### config.mk
export PLATFORM = sky130hd
export DESIGN_NAME = mpool_front
export DESIGN_NICKNAME = d
export VERILOG_FILES = /design/src/sv/mpool_pkg.sv /design/src/sv/mpool_front.sv
export SDC_FILE = /design/constraint.sdc
export NUM_CORES = 1
export LEC_CHECK = 0
export ABC_AREA = 1
export BUFFER_PORTS_ARGS = -buffer_cell sky130_fd_sc_hd__buf_2
export CAP_MARGIN = 20
export CORE_ASPECT_RATIO = 1.4
export CORE_UTILIZATION = 54
export CTS_CLUSTER_SIZE = 12
export DETAILED_ROUTE_END_ITERATION = 8
export PLACE_DENSITY = 0.79
export SETUP_SLACK_MARGIN = 0.4
export SYNTH_ARGS = -nofsm -noshare
export SYNTH_HDL_FRONTEND = slang
export SYNTH_SLANG_ARGS = --single-unit
### constraint.sdc
create_clock -name clk_i -period 3.44 [get_ports clk_i]
set_input_delay 0.344 -clock clk_i [delete_from_list [all_inputs] [get_ports clk_i]]
set_output_delay 0.344 -clock clk_i [all_outputs]
set_load 0.02 [all_outputs]
### src/sv/mpool_pkg.sv
// shared types, constants and register codes of the 3x3 stride-2 max pooling block
package mpool_pkg;

  // default parameter values
  localparam int DATA_WIDTH_DEF = 16;
  localparam int MAX_COLS_DEF   = 256;

  // configuration port
  localparam int CFG_IDX_W  = 2;
  localparam int CFG_DATA_W = 11;

  // register field widths
  localparam int ROWS_W     = 11;
  localparam int COLS_CFG_W = 9;
  localparam int CHANS_W    = 11;

  // effective column count, wide enough for the largest MAX_COLS
  localparam int COLS_W = 13;

  // position counters
  localparam int ROW_CNT_W  = 10;
  localparam int CHAN_CNT_W = 10;

  // size limits
  localparam logic [ROWS_W-1:0]  MAX_ROWS  = 11'd1024;
  localparam logic [CHANS_W-1:0] MAX_CHANS = 11'd1024;

  // register reset values
  localparam logic [ROWS_W-1:0]     IN_ROWS_RST      = 11'd32;
  localparam logic [COLS_CFG_W-1:0] IN_COLS_RST      = 9'd32;
  localparam logic [CHANS_W-1:0]    NUM_CHANNELS_RST = 11'd16;

  // register indexes
  typedef enum logic [CFG_IDX_W-1:0] {
    REG_IN_ROWS      = 2'd0,
    REG_IN_COLS      = 2'd1,
    REG_NUM_CHANNELS = 2'd2
  } cfg_reg_e;

  // effective plane geometry
  typedef struct packed {
    logic [ROWS_W-1:0]  rows;
    logic [COLS_W-1:0]  cols;
    logic [CHANS_W-1:0] chans;
  } sizes_t;

  // per-pixel control handed from the front end to the vertical stage
  typedef struct packed {
    logic have_h;    // a row maximum for one output column is ready
    logic odd_row;   // odd input row: read-modify-write of the band entry
    logic read_en;   // band entry must be read
    logic rd_bank;   // bank that is read
    logic wr_bank;   // bank that is written
    logic emit;      // this pixel closes a window
    logic map_end;   // last window of the whole map
  } row_ctrl_t;

endpackage

### src/sv/mpool_front.sv
// position counters and horizontal running maximum, one pixel per accepted transaction
module mpool_front #(
  parameter int DATA_WIDTH = mpool_pkg::DATA_WIDTH_DEF,
  parameter int MAX_COLS   = mpool_pkg::MAX_COLS_DEF
) (
  input  logic                           clk_i,
  input  logic                           rst_ni,
  input  logic                           accept_i,
  input  logic signed [DATA_WIDTH-1:0]   pixel_i,
  input  mpool_pkg::sizes_t              sizes_i,
  output mpool_pkg::row_ctrl_t           ctrl_o,
  output logic [DATA_WIDTH-2:0]          hval_o,
  output logic [$clog2(MAX_COLS/2)-1:0]  oc_o
);
  import mpool_pkg::*;

  localparam int CW   = $clog2(MAX_COLS);
  localparam int OC_W = $clog2(MAX_COLS/2);
  localparam int PW   = DATA_WIDTH - 1;
  localparam logic [CW-1:0] BANK_DEPTH = CW'(MAX_COLS/2);

  logic [ROW_CNT_W-1:0]  row_count_q, row_count_d;
  logic [CW-1:0]         col_count_q, col_count_d;
  logic [CHAN_CNT_W-1:0] chan_count_q, chan_count_d;
  logic [PW-1:0]         horiz_run_max_q, horiz_run_max_d;

  logic [ROW_CNT_W-1:0]  r;
  logic [CW-1:0]         c;
  logic [CHAN_CNT_W-1:0] ch;
  logic                  last_row, last_col, last_chan;
  logic [PW-1:0]         px;
  logic [PW-1:0]         run_px_max;
  logic                  have_h;
  logic [CW-1:0]         oc_full;

  // positions restart when they sit at or beyond the current size
  always_comb begin
    r  = (({1'b0, row_count_q} >= sizes_i.rows)) ? '0 : row_count_q;
    c  = (({{(COLS_W-CW){1'b0}}, col_count_q} >= sizes_i.cols)) ? '0 : col_count_q;
    ch = (({1'b0, chan_count_q} >= sizes_i.chans)) ? '0 : chan_count_q;
  end

  assign last_row  = ({1'b0, r} == sizes_i.rows - ROWS_W'(1));
  assign last_col  = ({{(COLS_W-CW){1'b0}}, c} == sizes_i.cols - COLS_W'(1));
  assign last_chan = ({1'b0, ch} == sizes_i.chans - CHANS_W'(1));

  // negative samples count as zero
  assign px         = pixel_i[DATA_WIDTH-1] ? '0 : pixel_i[PW-1:0];
  assign run_px_max = (horiz_run_max_q > px) ? horiz_run_max_q : px;

  // horizontal stage: one row maximum per output column
  always_comb begin
    horiz_run_max_d = horiz_run_max_q;
    hval_o          = '0;
    have_h          = 1'b0;
    if (c == '0) begin
      horiz_run_max_d = px;
    end else if (!c[0]) begin
      hval_o          = run_px_max;
      have_h          = 1'b1;
      horiz_run_max_d = px;
    end else begin
      horiz_run_max_d = run_px_max;
      if (last_col) begin
        hval_o = run_px_max;
        have_h = 1'b1;
      end
    end
  end

  // output column and band addressing
  always_comb begin
    oc_full = last_col ? (c >> 1) : ((c >> 1) - CW'(1));
    if (oc_full >= BANK_DEPTH) oc_full = '0;
  end
  assign oc_o = oc_full[OC_W-1:0];

  always_comb begin
    ctrl_o.have_h  = have_h;
    ctrl_o.odd_row = r[0];
    ctrl_o.read_en = have_h && (r != '0);
    ctrl_o.rd_bank = r[0] ? r[1] : !r[1];
    ctrl_o.wr_bank = r[1];
    ctrl_o.emit    = have_h && (r != '0) && (!r[0] || last_row);
    ctrl_o.map_end = last_row && last_col && last_chan;
  end

  // position advance
  always_comb begin
    row_count_d  = r;
    col_count_d  = c + CW'(1);
    chan_count_d = ch;
    if (last_col) begin
      col_count_d = '0;
      if (last_row) begin
        row_count_d  = '0;
        chan_count_d = last_chan ? '0 : ch + CHAN_CNT_W'(1);
      end else begin
        row_count_d = r + ROW_CNT_W'(1);
      end
    end
  end

  always_ff @(posedge clk_i or negedge rst_ni) begin
    if (!rst_ni) begin
      row_count_q     <= '0;
      col_count_q     <= '0;
      chan_count_q    <= '0;
      horiz_run_max_q <= '0;
    end else if (accept_i) begin
      row_count_q     <= row_count_d;
      col_count_q     <= col_count_d;
      chan_count_q    <= chan_count_d;
      horiz_run_max_q <= horiz_run_max_d;
    end
  end

endmodule

==> reports/results.ini <==
[floorplan]
fp.dieH_um = 129
core_um2 = 11300
io_pins = 83
rows = 46
start_util = 0.552
die_w_um = 92.7
dieArea_um2 = 12000

[timing]
setup_violations = 0
rsz0062_at_grt = true
max_freq_mhz = 304
worst_pin_slew_ns = 0.682
slew_headroom = 0.543
hold_viol = 0
min_period_ns = 3.29
skew_ns = 0.00646
final.period_utilization = 0.955
drv_slew = 0

[yosys]
yosys_warnings = 0
avgSynthCellArea_um2 = 6.34
seq_area_frac_synth = 0.173
syn-cell-area_um2 = 6220
synth_fp_nets = 1087
ys_seq_elements = 43
synthDistinctLibCells = 43
netlist_instances = 982

[routing]
postRouteAntennaNets = 0
top_layer = met4
vias = 6929
dr.pass1.iters = 9
routedWlPerCell_um = 15.2
m1WireLength_mm = 7.04
wl_met3_um = 829
drtIter0Drc = 469
drcViolationCount = 1
wl_met2_mm = 9.92
viasPerCell = 5.53
wl_mm = 19.1

[power]
ir_worst_vdd_uv = 411
p_leak_nw = 4.17
p_per_area_nw_per_um2 = 462

[setup_path]
crit_chain = ha_4, inv_1, nor2_2, nand3_2, nor2_8, nand2_8, buf_4, nand4_4, buf_4, ha_1, nand3_1, nor2_2, a21oi_4, buf_12, inv_8, nor2_4, buf_6
path_max_fanout = 8
startpoint = col_count_q[7]
crit_family = simple AND/OR/NAND/NOR gates
path_class = reg -> out
arrival_ns = 2.94
crit_buf_inv = 6
critical_path.startpoint_type = flop
timing.rr.start = col_count_q[4]
crit_required_ns = 3.10
worst_path_max_delay_cell = dfrtp_1
slowest_delay_ns = 0.41
end_kind = output pin

[layout]
diodes = 0
layout_commonest_cell = nand2_1
most-common-layout-cells = nand2_1, inv_1, nor2_1
drive_gt1_frac = 0.263
design_area_um2 = 7830
fillerInstances = 974
final_util = 0.694
multi_input_area_um2 = 4770
syn2layout_area_growth_pct = 25.9
fin_nets = 1213
final-seq-area_um2 = 1080

[cts]
cts_sinks = 43
tritoncts = yes
clk_path_buf_depth = 2
path_clk_slew_ns = 0.06
clock-root-buffer = clkbuf_16
clkLatencyLatePin_ns = 0.29
numCtsBuffers = 5
htreeDepth = 2

[placed_design]
hpwl_mm = 14.1
place_area_um2 = 6810
io_buffers = 82
place_congestion = 1.07

[global_routing]
grt_pass1_wl_mm = 29.4
grt_pass1_vias = 6574
antenna_found_initial = 0
grt-ovfl-total = 0
grt_use_total = 0.307
grt_max_degree = 44

[outcome]
status = finished with violations
violations = design-rule violations

[job]
drv_cap = 0

[worst_hold_path]
hp-class = in -> async

synth_stat cells, drive strengths merged:
master / number / area share
nor2: 124 / 0.10
o21bai: 2 / 0.0024
buf: 12 / 0.017
dfrtp: 43 / 0.17
nand3: 92 / 0.090
ha: 51 / 0.10
nand3b: 4 / 0.0048
o21a: 1 / 0.0012
nand2: 301 / 0.19
o211ai: 2 / 0.0024
nor4: 1 / 0.0010
clkinv: 1 / 0.00060
nor3: 18 / 0.017
o22ai: 2 / 0.0020
a21boi: 2 / 0.0024
inv: 151 / 0.091
a22o: 14 / 0.020
o21ai: 49 / 0.039
xnor2: 4 / 0.0056
xor2: 30 / 0.046
a21oi: 36 / 0.036
nand4: 31 / 0.046
clkbuf: 11 / 0.0066
metrics by stage:
step	power, mW	setup slack (ns)	TNS [ns]	std cells	hold WS [ns]
3_3_place_gp	2.59	-0.00129	-0.00129	1204	0.502
4_1_cts	3.24	0.156	0	1221	0.251
5_1_grt	3.85	0.0178	0	1253	0.431
3_5_place_dp	2.62	0.0222	0	1204	0.501
2_1_floorplan	2.12	0.490	0	982	0.0484
6_report	3.61	0.153	0	1253	0.412
cells by family (layout without fill, tap and decap cells):
group / Yosys count / after routing / share of synthesized area
simple gates: 571 / 572 / 0.452
compound gates: 108 / 108 / 0.105
fa+ha+maj: 51 / 51 / 0.103
buf+inv: 175 / 301 / 0.116
xor+xnor: 34 / 34 / 0.0515
flops: 43 / 43 / 0.173
path summary, 6_finish.rpt:
check,to,slack [ns],cells after the start
max,hval_o[8],0.15,17
min reg2reg,chan_count_q[2],0.52,2
min in group clk_i,horiz_run_max_q[0],0.51,5
max reg2reg,horiz_run_max_q[4],0.39,14
min,horiz_run_max_q[11],0.41,2
max in group asynchronous,row_count_q[6],2.56,3
repair_timing:
item,CTS,global route
hold buffers,0,1
hold endpoints to repair,0,5
setup endpoints to repair,35,58
setup buffers,8,29
pin swaps,14,30
resized for setup,49,95
gates cloned,1,1
flip-flops by register name (all words and copies together) (netlist names):
signal           flops
horiz_run_max_q     15
chan_count_q        10
row_count_q         10
col_count_q          8
where the power goes:
| part | switching (mW) | internal, mW |
|---|---|---|
| sequential | 0.110 | 0.605 |
| clock | 0.208 | 0.268 |
| combinational | 1.44 | 0.980 |
| total | 1.76 | 1.85 |
routing by layer:
| metal | vias to the layer above | GRT usage |
|---|---|---|
| li1 | 3417 | - |
| met3 | 105 | 0.0311 |
| met4 | 0 | 0.183 |
| met1 | 3140 | 0.314 |
| met2 | 267 | 0.595 |
| met5 | - | 0 |
worst reg2reg max path: stages, from the launching register on:
cell     delay, ns
dfrtp_2       0.45
ha_4          0.28
a21oi_2       0.20
nand3_4       0.14
nand2_8       0.15
buf_4         0.15
nand4_4       0.11
buf_4         0.17
ha_1          0.17
nand3_1       0.12
nor2_2        0.09
nor2_2        0.36
buf_4         0.26
nand2_1       0.08
a22o_1        0.22
area by class of cell:
type / instances / area share
repair buffers: 140 / 0.136
multi-input cells: 765 / 0.609
clock buffers: 6 / 0.0165
inverters: 152 / 0.0751
repair inverters: 1 / 0.00112
flip-flops and latches: 43 / 0.138
well taps: 144 / 0.0230
clock inverters: 2 / 0.00160
Note: power is estimated with default switching activity, not from simulation.
