## src/sv/mpool_pkg.sv

```systemverilog
// shared types, constants and register codes of the 3x3 stride-2 max pooling block
package mpool_pkg;

  // default parameter values
  localparam int DATA_WIDTH_DEF = 16;
  localparam int MAX_COLS_DEF   = 256;

  // configuration port
  localparam int CFG_IDX_W  = 2;
  localparam int CFG_DATA_W = 11;

  // register field widths
  localparam int ROWS_W     = 11;
  localparam int COLS_CFG_W = 9;
  localparam int CHANS_W    = 11;

  // effective column count, wide enough for the largest MAX_COLS
  localparam int COLS_W = 13;

  // position counters
  localparam int ROW_CNT_W  = 10;
  localparam int CHAN_CNT_W = 10;

  // size limits
  localparam logic [ROWS_W-1:0]  MAX_ROWS  = 11'd1024;
  localparam logic [CHANS_W-1:0] MAX_CHANS = 11'd1024;

  // register reset values
  localparam logic [ROWS_W-1:0]     IN_ROWS_RST      = 11'd32;
  localparam logic [COLS_CFG_W-1:0] IN_COLS_RST      = 9'd32;
  localparam logic [CHANS_W-1:0]    NUM_CHANNELS_RST = 11'd16;

  // register indexes
  typedef enum logic [CFG_IDX_W-1:0] {
    REG_IN_ROWS      = 2'd0,
    REG_IN_COLS      = 2'd1,
    REG_NUM_CHANNELS = 2'd2
  } cfg_reg_e;

  // effective plane geometry
  typedef struct packed {
    logic [ROWS_W-1:0]  rows;
    logic [COLS_W-1:0]  cols;
    logic [CHANS_W-1:0] chans;
  } sizes_t;

  // per-pixel control handed from the front end to the vertical stage
  typedef struct packed {
    logic have_h;    // a row maximum for one output column is ready
    logic odd_row;   // odd input row: read-modify-write of the band entry
    logic read_en;   // band entry must be read
    logic rd_bank;   // bank that is read
    logic wr_bank;   // bank that is written
    logic emit;      // this pixel closes a window
    logic map_end;   // last window of the whole map
  } row_ctrl_t;

endpackage

```

## src/sv/mpool_if.sv

```systemverilog


interface mpool_cfg_if;
  logic                             valid;
  logic                             ready;
  logic [mpool_pkg::CFG_IDX_W-1:0]  index;
  logic [mpool_pkg::CFG_DATA_W-1:0] data;

  modport source (output valid, output index, output data, input ready);
  modport sink   (input valid, input index, input data, output ready);
endinterface

```

## src/sv/mpool_cfg_regs.sv

```systemverilog
// configuration registers and effective plane sizes
module mpool_cfg_regs #(
  parameter int MAX_COLS = mpool_pkg::MAX_COLS_DEF
) (
  input  logic              clk_i,
  input  logic              rst_ni,
  mpool_cfg_if.sink         cfg_i,
  output mpool_pkg::sizes_t sizes_o
);
  import mpool_pkg::*;

  localparam logic [COLS_W-1:0] COLS_LIM = COLS_W'(MAX_COLS);

  logic [ROWS_W-1:0]     in_rows_q;
  logic [COLS_CFG_W-1:0] in_cols_q;
  logic [CHANS_W-1:0]    num_channels_q;
  logic                  wr_en;

  logic [ROWS_W-1:0]  rows_even;
  logic [COLS_W-1:0]  cols_even;

  // writes are always taken
  assign cfg_i.ready = 1'b1;
  assign wr_en       = cfg_i.valid && cfg_i.ready;

  // register file, unknown indexes are dropped
  always_ff @(posedge clk_i or negedge rst_ni) begin
    if (!rst_ni) begin
      in_rows_q      <= IN_ROWS_RST;
      in_cols_q      <= IN_COLS_RST;
      num_channels_q <= NUM_CHANNELS_RST;
    end else if (wr_en) begin
      case (cfg_i.index)
        REG_IN_ROWS:      in_rows_q      <= cfg_i.data[ROWS_W-1:0];
        REG_IN_COLS:      in_cols_q      <= cfg_i.data[COLS_CFG_W-1:0];
        REG_NUM_CHANNELS: num_channels_q <= cfg_i.data[CHANS_W-1:0];
        default: ;
      endcase
    end
  end

  // drop the low bit of the row and column sizes and saturate all sizes to the legal ranges
  assign rows_even = {in_rows_q[ROWS_W-1:1], 1'b0};
  assign cols_even = {{(COLS_W-COLS_CFG_W){1'b0}}, in_cols_q[COLS_CFG_W-1:1], 1'b0};

  always_comb begin
    if (rows_even < ROWS_W'(2))  sizes_o.rows = ROWS_W'(2);
    else if (rows_even > MAX_ROWS) sizes_o.rows = MAX_ROWS;
    else                         sizes_o.rows = rows_even;

    if (cols_even < COLS_W'(2))  sizes_o.cols = COLS_W'(2);
    else if (cols_even > COLS_LIM) sizes_o.cols = COLS_LIM;
    else                         sizes_o.cols = cols_even;

    if (num_channels_q < CHANS_W'(1))    sizes_o.chans = CHANS_W'(1);
    else if (num_channels_q > MAX_CHANS) sizes_o.chans = MAX_CHANS;
    else                                 sizes_o.chans = num_channels_q;
  end

endmodule

```

## src/flat_wrapper.sv

```systemverilog
// flat-port wrapper written by rule: the top's interface ports become plain ports
module mpool_cfg_regs_flat import mpool_pkg::*;
#(
  parameter int MAX_COLS = mpool_pkg::MAX_COLS_DEF
)
  (clk_i, rst_ni, sizes_o, cfg_i_valid, cfg_i_index, cfg_i_data, cfg_i_ready);
  mpool_cfg_if cfg_i_i ();
  input  logic clk_i;
  input  logic rst_ni;
  output mpool_pkg::sizes_t sizes_o;
  input wire logic [$bits(cfg_i_i.valid)-1:0] cfg_i_valid;
  input wire logic [$bits(cfg_i_i.index)-1:0] cfg_i_index;
  input wire logic [$bits(cfg_i_i.data)-1:0] cfg_i_data;
  output wire logic [$bits(cfg_i_i.ready)-1:0] cfg_i_ready;
  assign cfg_i_i.valid = cfg_i_valid;
  assign cfg_i_i.index = cfg_i_index;
  assign cfg_i_i.data = cfg_i_data;
  assign cfg_i_ready = cfg_i_i.ready;
  mpool_cfg_regs #(.MAX_COLS(MAX_COLS)) u_core (.clk_i(clk_i), .rst_ni(rst_ni), .cfg_i(cfg_i_i), .sizes_o(sizes_o));
endmodule
```

## config.mk

```make
export PLATFORM = sky130hd
export DESIGN_NAME = mpool_cfg_regs_flat
export DESIGN_NICKNAME = d
export VERILOG_FILES = /design/src/sv/mpool_pkg.sv /design/src/sv/mpool_if.sv /design/src/sv/mpool_cfg_regs.sv /design/src/flat_wrapper.sv
export SDC_FILE = /design/constraint.sdc
export NUM_CORES = 1
export LEC_CHECK = 0
export ABC_AREA = 1
export BUFFER_PORTS_ARGS = -buffer_cell sky130_fd_sc_hd__buf_4
export CAP_MARGIN = 10
export CORE_MARGIN = 1
export CORE_UTILIZATION = 40
export DETAILED_ROUTE_END_ITERATION = 7
export PLACE_DENSITY_LB_ADDON = 0.25
export SYNTH_ARGS = -nofsm -noshare
export SYNTH_HDL_FRONTEND = slang
export SYNTH_SLANG_ARGS = --single-unit
```

## constraint.sdc

```tcl
create_clock -name clk_i -period 2.6 [get_ports clk_i]
set_input_delay 0.52 -clock clk_i [delete_from_list [all_inputs] [get_ports clk_i]]
set_output_delay 0.52 -clock clk_i [all_outputs]
set_load 0.1 [all_outputs]
```

==> results of run 1 <==
[cells in the final DEF, fill, tap and decap left out, types with 3 or more instances in the layout]
master and count:
o21ai_2 18, dfrtp_1 26, buf_4 45, dfstp_2 3
nor2_1 23, nand3_1 4, nor2_2 20, conb_1 7
o21ai_1 12, nand2_1 41, inv_1 38, clkbuf_8 5
[cells in the mapped netlist (all sizes together)]
master,instances
nand3,5
inv,39
nand2,42
dfstp,3
nor2,45
buf,12
clkbuf,3
conb,2
dfrtp,26
o21a,1
o21ai,30
[registers in the layout, summed over array words and instances, names as in the netlist]
signal and flops:
u_core.in_rows_q 10, u_core.in_cols_q 8, u_core.num_channels_q 11
[power groups by stage]
stage               Combinational (mW)  Clock (mW)  Sequential (mW)
detailed placement                1.03           0            0.601
CTS                               1.03       0.368            0.594
global placement                  1.02           0            0.600
global route                      1.08       0.390            0.606
finish                            1.02       0.352            0.594
floorplan                        0.865           0            0.583
[cell families (layout without fill, tap and decap cells)]
family                 Yosys count  in the layout  synth area share
and+or+nand+nor                 92             92             0.260
AOI/OAI and AO/OA               31             31             0.138
buffers and inverters           54             92             0.150
DFF                             29             29             0.447
other                            2              7           0.00461
[layer usage]
| layer | share of wire | GRT usage | up-vias |
|---|---|---|---|
| met1 | 0.48 | 0.231 | 549 |
| met2 | 0.44 | 0.246 | 42 |
| li1 | - | - | 688 |
| met5 | 0 | 0 | - |
| met4 | 0.017 | 0.0652 | 0 |
| met3 | 0.066 | 0.0569 | 5 |
[worst reg2reg max path, delay by kind of cell, from the launching register on]
kind / cells / cell delay (ps)
flops: 1 / 550
compound gates: 1 / 100
simple gates: 1 / 60
[final timing paths]
kind | startpoint | endpoint | slack [ps]
min in group clk_i | u_core.in_cols_q[4] | u_core.in_cols_q[4] | 480
min | rst_ni | u_core.in_rows_q[3] | 150
max in group asynchronous | rst_ni | u_core.num_channels_q[4] | 2140
min reg2reg | u_core.in_cols_q[4] | u_core.in_cols_q[4] | 480
max reg2reg | u_core.in_rows_q[5] | u_core.in_rows_q[5] | 1810
max | u_core.in_rows_q[7] | sizes_o[31] | 530
[cell type report]
type                       count  area (sq um)
clock buffer                   6          72.6
inverter                      39           146
multi-input combinational    130           676
clock inverter                 2          10.0
tap                           48          60.1
fill                         382          1740
sequential                    29           729
timing repair buffer          45           338
[per-stage QoR]
| step | power, mW | utilization | hold slack, ps | worst slack [ps] | cell area, sq um |
|---|---|---|---|---|---|
| CTS | 1.99 | 0.539 | 160 | 502 | 2030 |
| finish | 1.97 | 0.539 | 147 | 526 | 2030 |
| global route | 2.07 | 0.539 | 162 | 411 | 2030 |
| global placement | 1.62 | 0.517 | 465 | 821 | 1950 |
| detailed placement | 1.63 | 0.517 | 468 | 827 | 1950 |
| floorplan | 1.45 | - | 224 | 61.8 | 1650 |
==> impl_metrics.toml, run 1 <==
[grt]
grt.overflow.total = 0
grt_pass1_wl_um = 5270
gr-usage-all-layers = 0.169
grt_start_max_net_pins = 30
antenna_found_initial = 0
grt_pass1_vias = 1124

[routing]
vias = 1284
post-route-drc-count = 0
drt_iter0_markers = 38
vias_per_cell = 4.29
wl_per_cell_um = 10.6
wl_um = 3170
ant_nets = 0
drt_pass1_iterations = 4

[sta]
tightest_slew_ps = 624
layout_min_cycle_time_ps = 2070
finClkSkew_ps = 0
relSlewSlack = 0.583
setup_viol = 0
fmax_mhz = 482
finalSetupTns_ps = 0
drv_slew = 0
fin_crit_sh = 0.798
rsz0062_at_grt = "no"
hold_viol_final = 0

[pwr]
clockPowerShare = 0.179
p_leak_nw = 1.08
p_sw_frac = 0.529
peakVddDrop_mv = 0.494
combPwrFrac = 0.519
seq_power_share = 0.302
p_int_uw = 928
p_per_area_nw_per_um2 = 968
switchingPower_mw = 1.04

[cts]
hold_buffers = 0
cts_resized = 0
cts.clk_slew.worst_paths_ps = 60
post-cts-setup-buffer-count = 0
clockBufferDepth = 2
clock_sinks = 29
cts_tree = "yes"
root_buffer = "clkbuf_8"
cts_inserted_buffers = 5
clock_latency_ps = 280
htreeDepth = 2

[worst_setup_path]
crit_cells = 6
cp_max_fo = 7
slowest_delay_ps = 400
endpoint_kind = "output port"
critical_path.top_delay_family = "simple AND/OR/NAND/NOR gates"
crit_required_ps = 2080
critPathBufInv = 1
reg2reg_depth = 2
crit_path_top_delay_cell = "dfrtp_1"
crit_top_cell = "nor2_2"
critPathArrivalTime_ps = 1550
cp-start-kind = "flip-flop"
path_cells = "nor2_1, nand2_1, nor2_2, nor2_4, nor2_2, buf_4"
path_class = "flip-flop to output port"

[hold_path]
min_path_type = "input port to async pin"

[synth]
synth-seq-area-share = 0.447
synth.top_cells.by_area = "dfrtp_1 40%, o21ai_2 9.7%, nand2_1 9.4%"
synthCells = 208
avgSynthCellArea_sq_um = 7.84
yosysTopAreaCellShare = 0.399
synth_warnings = 0
synth_seq_cells = 29
synth_cell_types = 19
yosysTopAreaCell = "dfrtp_1"
syn_area_sq_um = 1630

[layout]
area_growth_pct = 24.6
layout-drive-gt1-share = 0.390
final_cells = 299
insertedDiodeCount = 0
final_nets = 266

[placed_design]
placed_cells = 291
gp_congestion = 0.800
detailed_place_hpwl_um = 2350
port-buffer-count = 44

[floorplan]
row_count = 22
fp.dieW_um = 65.8
die_area_sq_um = 4330
start_util = 0.432
io_pins = 52
die_h_um = 65.8
fp.coreArea_sq_um = 3770

[run_status]
status = "finished clean"

[run]
drv_cap = 0
No activity file was read; power rests on OpenSTA's default activity.
==> run 2: changes to the inputs <==
==> constraint.sdc (replaced) <==
create_clock -name clk_i -period 1.9 [get_ports clk_i]
set_input_delay 0.38 -clock clk_i [delete_from_list [all_inputs] [get_ports clk_i]]
set_output_delay 0.38 -clock clk_i [all_outputs]
set_load 0.1 [all_outputs]
==> run 2 against run 1 <==
The run now ends with setup timing left. Final area increased by 29%. Combinational power increased by 85%. Clock power increased by 45%. Via count increased by 13%. Flip-flop and latch count unchanged. Critical path depth increased by 2. First-iteration DRC count increased by 2.6%. Utilization increased by 15 points.
==> impl_metrics.toml, run 2 (same netlist as run 1, synthesis figures left out) <==
[routing]
wl_per_cell_um = 12.4
post-route-drc-count = 0
ant_nets = 0
wl_um = 3960
drt_pass1_iterations = 4
met3_length_um = 167
drt_iter0_markers = 39
met2_length_um = 2020
top_layer = "met4"
met1_length_um = 1640
vias = 1447
vias_per_cell = 4.54

[sta]
tightest_slew_ps = 637
rsz0062_at_grt = "yes"
setup_ws_ps = -54.4
fmax_mhz = 512
fin_crit_sh = 1.03
relSlewSlack = 0.574
setup_viol = 11
drv_slew = 0
hold_viol_final = 0
finClkSkew_ps = 0
layout_min_cycle_time_ps = 1950

[cts]
clockBufferDepth = 2
clock_latency_ps = 280
root_buffer = "clkbuf_8"
clock_sinks = 29
cts.clk_slew.worst_paths_ps = 60
htreeDepth = 2
hold_buffers = 0
cts_inserted_buffers = 5
cts_tree = "yes"

[layout]
layout_commonest_cell = "buf_4"
utilization = 0.694
final_nets = 287
largestRegisters = "u_core.num_channels_q (11), u_core.in_rows_q (10), u_core.in_cols_q (8)"
top_register = "u_core.num_channels_q"
n_fill_cell = 279
insertedDiodeCount = 0
fin_area_sq_um = 2620
mostFrequentLayoutCells = "42 x buf_4, 40 x nand2_1, 38 x inv_1"
area_growth_pct = 60.5
largest_register_ffs = 11
layout-drive-gt1-share = 0.483

[floorplan]
io_pins = 52
start_util = 0.432
die_area_sq_um = 4330
die_h_um = 65.8
fp.dieW_um = 65.8
row_count = 22
fp.coreArea_sq_um = 3770

[worst_setup_path]
critPathArrivalTime_ps = 1570
slowest_delay_ps = 420
path_cells = "nor2_4, buf_4, buf_4, nand2_1, nand2_1, nand2_1, inv_1, buf_12"
crit_top_cell = "nand2_1"
path_class = "flip-flop to output port"
endpoint_kind = "output port"
cp_max_fo = 3
cp-start-kind = "flip-flop"
critical_path.top_delay_family = "buffers and inverters"
crit_required_ps = 1520
critPathBufInv = 4
crit_path_top_delay_cell = "dfrtp_1"

[pwr]
peakVddDrop_mv = 0.626
p_per_area_nw_per_um2 = 1230
p_leak_nw = 1.28

[placed_design]
gp_congestion = 0.758
port-buffer-count = 44
pre_cts_ws_ps = 147
detailed_place_hpwl_um = 2490
place_area_sq_um = 2050

[grt]
grt_pass1_wl_um = 6380
gr-usage-all-layers = 0.202
grt.overflow.total = 0
antenna_found_initial = 0
grt_pass1_vias = 1434
grt_start_max_net_pins = 30

[hold_path]
min_path_type = "input port to async pin"

[run]
drv_cap = 0

[run_status]
status = "finished with violations"
violations = "setup timing"
## run 2: cell types whose count changed in the layout (fill, tap and decap cells not counted), moves of 2 or more
| cell | delta |
|---|---|
| nor2_4 | +22 |
| buf_12 | +20 |
| nor2_2 | -12 |
| nor2_1 | -10 |
| buf_4 | -3 |
| buf_6 | +3 |
| clkinv_2 | -2 |
## run 2: stage by stage
step	power, mW	setup TNS (ps)	hold WS [ps]	cells
5_1_grt	3.36	-1310	28.7	319
3_3_place_gp	2.30	0	321	291
2_1_floorplan	2.07	-657	84.4	213
3_5_place_dp	2.31	0	325	291
4_1_cts	3.11	-104	24.1	312
6_report	3.22	-191	8.36	319
## run 2: metal layers
metal / track usage / vias up
li1: - / 725
met4: 0.0842 / 0
met3: 0.0534 / 12
met1: 0.233 / 670
met2: 0.351 / 40
met5: 0 / -
## run 2: worst reg2reg max path, delay by kind of cell, from the launching register on
kind            cells  cell delay (ps)
buf+inv             2              270
flops               1              420
simple gates        1               60
compound gates      1              100
## run 2: power breakdown
part	total [mW]	internal (mW)	switching, mW	leakage, nW
clock	0.510	0.287	0.223	0.0443
sequential	0.820	0.725	0.0953	0.355
combinational	1.89	0.624	1.27	0.882
total	3.22	1.64	1.59	1.28
## run 2: timing repair
action / in CTS / in global routing
setup buffers: 14 / 7
resized for setup: 53 / 19
pin swaps: 11 / 6
setup endpoints to repair: 18 / 20
endpoints found under the hold margin: 0 / 0
## run 2: final cells by class
cell class,instances,area (sq um),share of cell area
multi-input cells,130,828,0.317
flip-flops and latches,29,731,0.279
well taps,48,60.1,0.0230
clock buffers,7,86.3,0.0330
repair buffers,66,764,0.292
inverters,39,146,0.0560
## run 2: final timing paths
| kind | from | end | slack [ps] | depth (start not counted) |
|---|---|---|---|---|
| setup reg to reg | u_core.in_rows_q[3] | u_core.in_rows_q[3] | 910 | 4 |
| hold reg to reg | u_core.num_channels_q[4] | u_core.num_channels_q[4] | 480 | 2 |
| setup / recovery | u_core.in_rows_q[1] | sizes_o[25] | -50 | 8 |
| hold / removal | rst_ni | u_core.in_rows_q[3] | 8 | 1 |
| max in group asynchronous | rst_ni | u_core.num_channels_q[4] | 1570 | 1 |
| min in group clk_i | cfg_i_data[0] | u_core.num_channels_q[0] | 350 | 3 |
